## src/design/sbso_ram.sv

```systemverilog
// Generic single-port-write, registered-read RAM.
module sbso_ram #(
    parameter int Width = 8,
    parameter int Depth = 16
) (
    input  logic                     i_clk,
    input  logic                     i_we,
    input  logic [$clog2(Depth)-1:0] i_waddr,
    input  logic [Width-1:0]         i_wdata,
    input  logic [$clog2(Depth)-1:0] i_raddr,
    output logic [Width-1:0]         o_rdata
);
    logic [Width-1:0] r_mem [Depth];

    always_ff @(posedge i_clk) begin
        if (i_we) begin
            r_mem[i_waddr] <= i_wdata;
        end
        o_rdata <= r_mem[i_raddr];
    end
endmodule

```

## config.mk

```make
export PLATFORM = sky130hd
export DESIGN_NAME = sbso_ram
export DESIGN_NICKNAME = d
export VERILOG_FILES = /design/src/design/sbso_ram.sv
export SDC_FILE = /design/constraint.sdc
export NUM_CORES = 1
export LEC_CHECK = 0
export ABC_CLOCK_PERIOD_IN_PS = 3500
export BUFFER_PORTS_ARGS = -buffer_cell sky130_fd_sc_hd__buf_2
export CAP_MARGIN = 20
export CORE_ASPECT_RATIO = 1.1
export CORE_MARGIN = 2
export CORE_UTILIZATION = 37
export CTS_CLUSTER_SIZE = 10
export DETAILED_ROUTE_END_ITERATION = 12
export SYNTH_ARGS = -nofsm -noshare
export SYNTH_HDL_FRONTEND = slang
export SYNTH_SLANG_ARGS = --single-unit
export TNS_END_PERCENT = 10
```

## constraint.sdc

```tcl
create_clock -name i_clk -period 3.5 [get_ports i_clk]
set_input_delay 0.35 -clock i_clk [delete_from_list [all_inputs] [get_ports i_clk]]
set_output_delay 0.35 -clock i_clk [all_outputs]
set_load 0.1 [all_outputs]
```

==> impl_metrics.csv <==
group,metric,value,unit
place,io_buffers,25,
place,gp_congestion,0.726,
logic_synthesis,synth_warnings,0,
global_routing,gr-total-overflow,0,
clocking,root_buffer,"clkbuf_16",
logic_synthesis,synthArstFlopShare,0,
detailed_routing,drc,0,
logic_synthesis,synthMuxAreaShare,0.150,
place,postPlaceCellArea,5460,sq um
clocking,post-cts-setup-buffer-count,0,
global_routing,busiest_layer,"met2",
global_routing,grtUsageMet3,0.0430,
sta,finClkSkew,0.00517,ns
sta,rsz0062_at_grt,"false",
clocking,cts_resized,0,
cells_and_area,syn_to_final_growth,18.1,%
logic_synthesis,syn-cell-area,5150,sq um
logic_synthesis,syn_avg_cell_area,22.5,sq um
logic_synthesis,ys_seq_area_frac,0.778,
detailed_routing,drtIter0Drc,122,
logic_synthesis,synth.largest_area_cell,"edfxtp_1",
sta,timing.final.crit_period,1.90,ns
detailed_routing,num_vias,2394,
logic_synthesis,synth_flop_cell,"edfxtp_1",
setup_path,crit_buf_inv,2,
cells_and_area,post-route-util,0.444,
setup_path,crit_path_top_delay_cell,"mux4_1",
cells_and_area,multiInputGateArea,1060,sq um
global_routing,grt_use_met1,0.192,
clocking,clk_pin_slew,0.06,ns
setup_path,crit_required,3.79,ns
min_path,min_path_type,"in -> reg",
setup_path,cp_slowest_stage_delay,0.61,ns
cells_and_area,finalInstanceArea,6080,sq um
logic_synthesis,synth-seq-cells,136,
logic_synthesis,synth-adder-area-share,0,
floorplan,dieArea,14900,sq um
sta,max-slew-margin-rel,0.355,
sta,finalSetupViolations,0,
setup_path,path_delay_family,"buffers and inverters",
clocking,worstSkewPairLatency,0.41,ns
detailed_routing,ant_nets,0,
logic_synthesis,synthDistinctLibCells,19,
clocking,cts_buffers,17,
cells_and_area,seq_area,4000,sq um
setup_path,cp.arrival,2.19,ns
logic_synthesis,synth_top_family_by_area,"multiplexers",
sta,finalMaxSlewViolations,0,
sta,min_period_over_period,0.544,
logic_synthesis,synth-compound-area-share,0.0233,
floorplan,num_rows,45,
logic_synthesis,synthXorXnorAreaFrac,0,
detailed_routing,avgRoutedWirePerCell,20.8,um
detailed_routing,wl,9750,um
global_routing,grt_pass1_wl,14600,um
setup_path,worstPathMaxFanout,18,
setup_path,end_kind,"register",
power_and_ir_drop,cellLeakagePower,2.02,nW
logic_synthesis,synth_common_cells,"128 x edfxtp_1, 18 x mux4_2, 16 x a22oi_1, 14 x mux4_1, 13 x nor2_1",
sta,finalHoldViolCount,0,
logic_synthesis,post-synth-top-count-cell,"edfxtp_1",
run_status,status,"completed",
cells_and_area,fillCellCount,1175,
logic_synthesis,syn_nets,247,
clocking,clk_path_buf_depth,2,
sta,finalSetupTns,0,ns
sta,timing.fmax,526,MHz
setup_path,critPathKind,"in -> reg",
cells_and_area,drive_above_1_share,0.260,
floorplan,die_x,116,um
logic_synthesis,synth_top_area_share,0.747,
global_routing,antenna_found_initial,0,
cells_and_area,diodes,0,
sta,tightest_slew,0.964,ns
detailed_routing,viasPerCell,5.10,
global_routing,first_global_vias,2480,
setup_path,worstSetupStartpointType,"input pin",
floorplan,fp.coreArea,13700,sq um
logic_synthesis,yosys.area_share.simple,0.0318,
place,dp.cells,437,
floorplan,dieHeight,128,um
logic_synthesis,yosys-top-cells-area,"edfxtp_1 75%, mux4_2 7.9%, mux4_1 7.1%",
global_routing,met2_usage,0.214,
clocking,postCtsHoldBufs,0,
logic_synthesis,syn_inst,229,
power_and_ir_drop,vdd_drop_max,0.000285,V
setup_path,path_cells,"buf_2 > buf_4 > mux4_1 > a22oi_1 > nand2_1",
clocking,cts.sink_count,136,
sta,holdWs,0.321,ns
cells_and_area,fin_nets,286,
global_routing,grt_usage,0.143,
place,dp_hpwl,6080,um
global_routing,grt_start_max_net_pins,33,
detailed_routing,firstDrtPassIters,4,
power_and_ir_drop,cellPowerDensity,648,nW/um^2
logic_synthesis,synth_edf_count,128,
clocking,h-tree-depth,4,
clocking,tritoncts,"done",
floorplan,initial_core_util,0.376,
floorplan,io_pins,26,
cells_and_area,stdcell_count,469,
run,cap_violations,0,
## layer usage
metal	routed length, um	up-vias
met4	204	0
met2	4620	67
met1	4380	1259
met3	542	16
li1	-	1052
met5	0	-
## stage by stage
step           total power, W  setup slack [ns]
2_1_floorplan         0.00203              1.66
3_3_place_gp          0.00210              1.14
3_5_place_dp          0.00211              1.12
4_1_cts               0.00397              1.56
5_1_grt               0.00405              1.50
6_report              0.00394              1.60
## final timing paths
check              startpoint            to  slack (ns)  depth (start not counted)
setup reg to reg  r_mem[1][5]    o_rdata[5]        2.14                          3
setup / recovery   i_raddr[0]    o_rdata[5]        1.60                          5
hold reg to reg   r_mem[4][0]    o_rdata[0]        0.66                          3
hold / removal     i_wdata[1]  r_mem[14][1]        0.32                          1
## registers in the layout, summed over array words and instances, names as in the netlist
signal   cells
r_mem      128
o_rdata      8
## cells in the final DEF (no fill, tap or decap), drive strengths merged
cell,count
nor2b,1
and2,1
nand2,9
and2b,1
bufinv,5
nand2b,2
nand3b,2
clkbuf,22
nor2,13
or3b,1
mux4,32
buf,30
clkinv,5
nand3,1
a22oi,16
edfxtp,128
dfxtp,8
nor3,4
## cells by family after synthesis
| logic type | after synthesis |
|---|---|
| AO/OA/AOI/OAI | 16 |
| multiplexers | 32 |
| flip-flops | 136 |
| AND/OR/NAND/NOR | 35 |
| buffers and inverters | 10 |
## power by group
group	switching, W	internal (W)	total (W)
Clock	0.000612	0.00126	0.00187
Combinational	0.000169	0.0000662	0.000235
Sequential	0.0000122	0.00182	0.00183
## cell type report
| cell class | instances | area share |
|---|---|---|
| flip-flops and latches | 136 | 0.659 |
| clock buffers | 22 | 0.0731 |
| repair buffers | 30 | 0.0268 |
| clock inverters | 10 | 0.0288 |
| multi-input cells | 83 | 0.174 |
| well taps | 188 | 0.0387 |
Power figures use the tool's default switching activity.
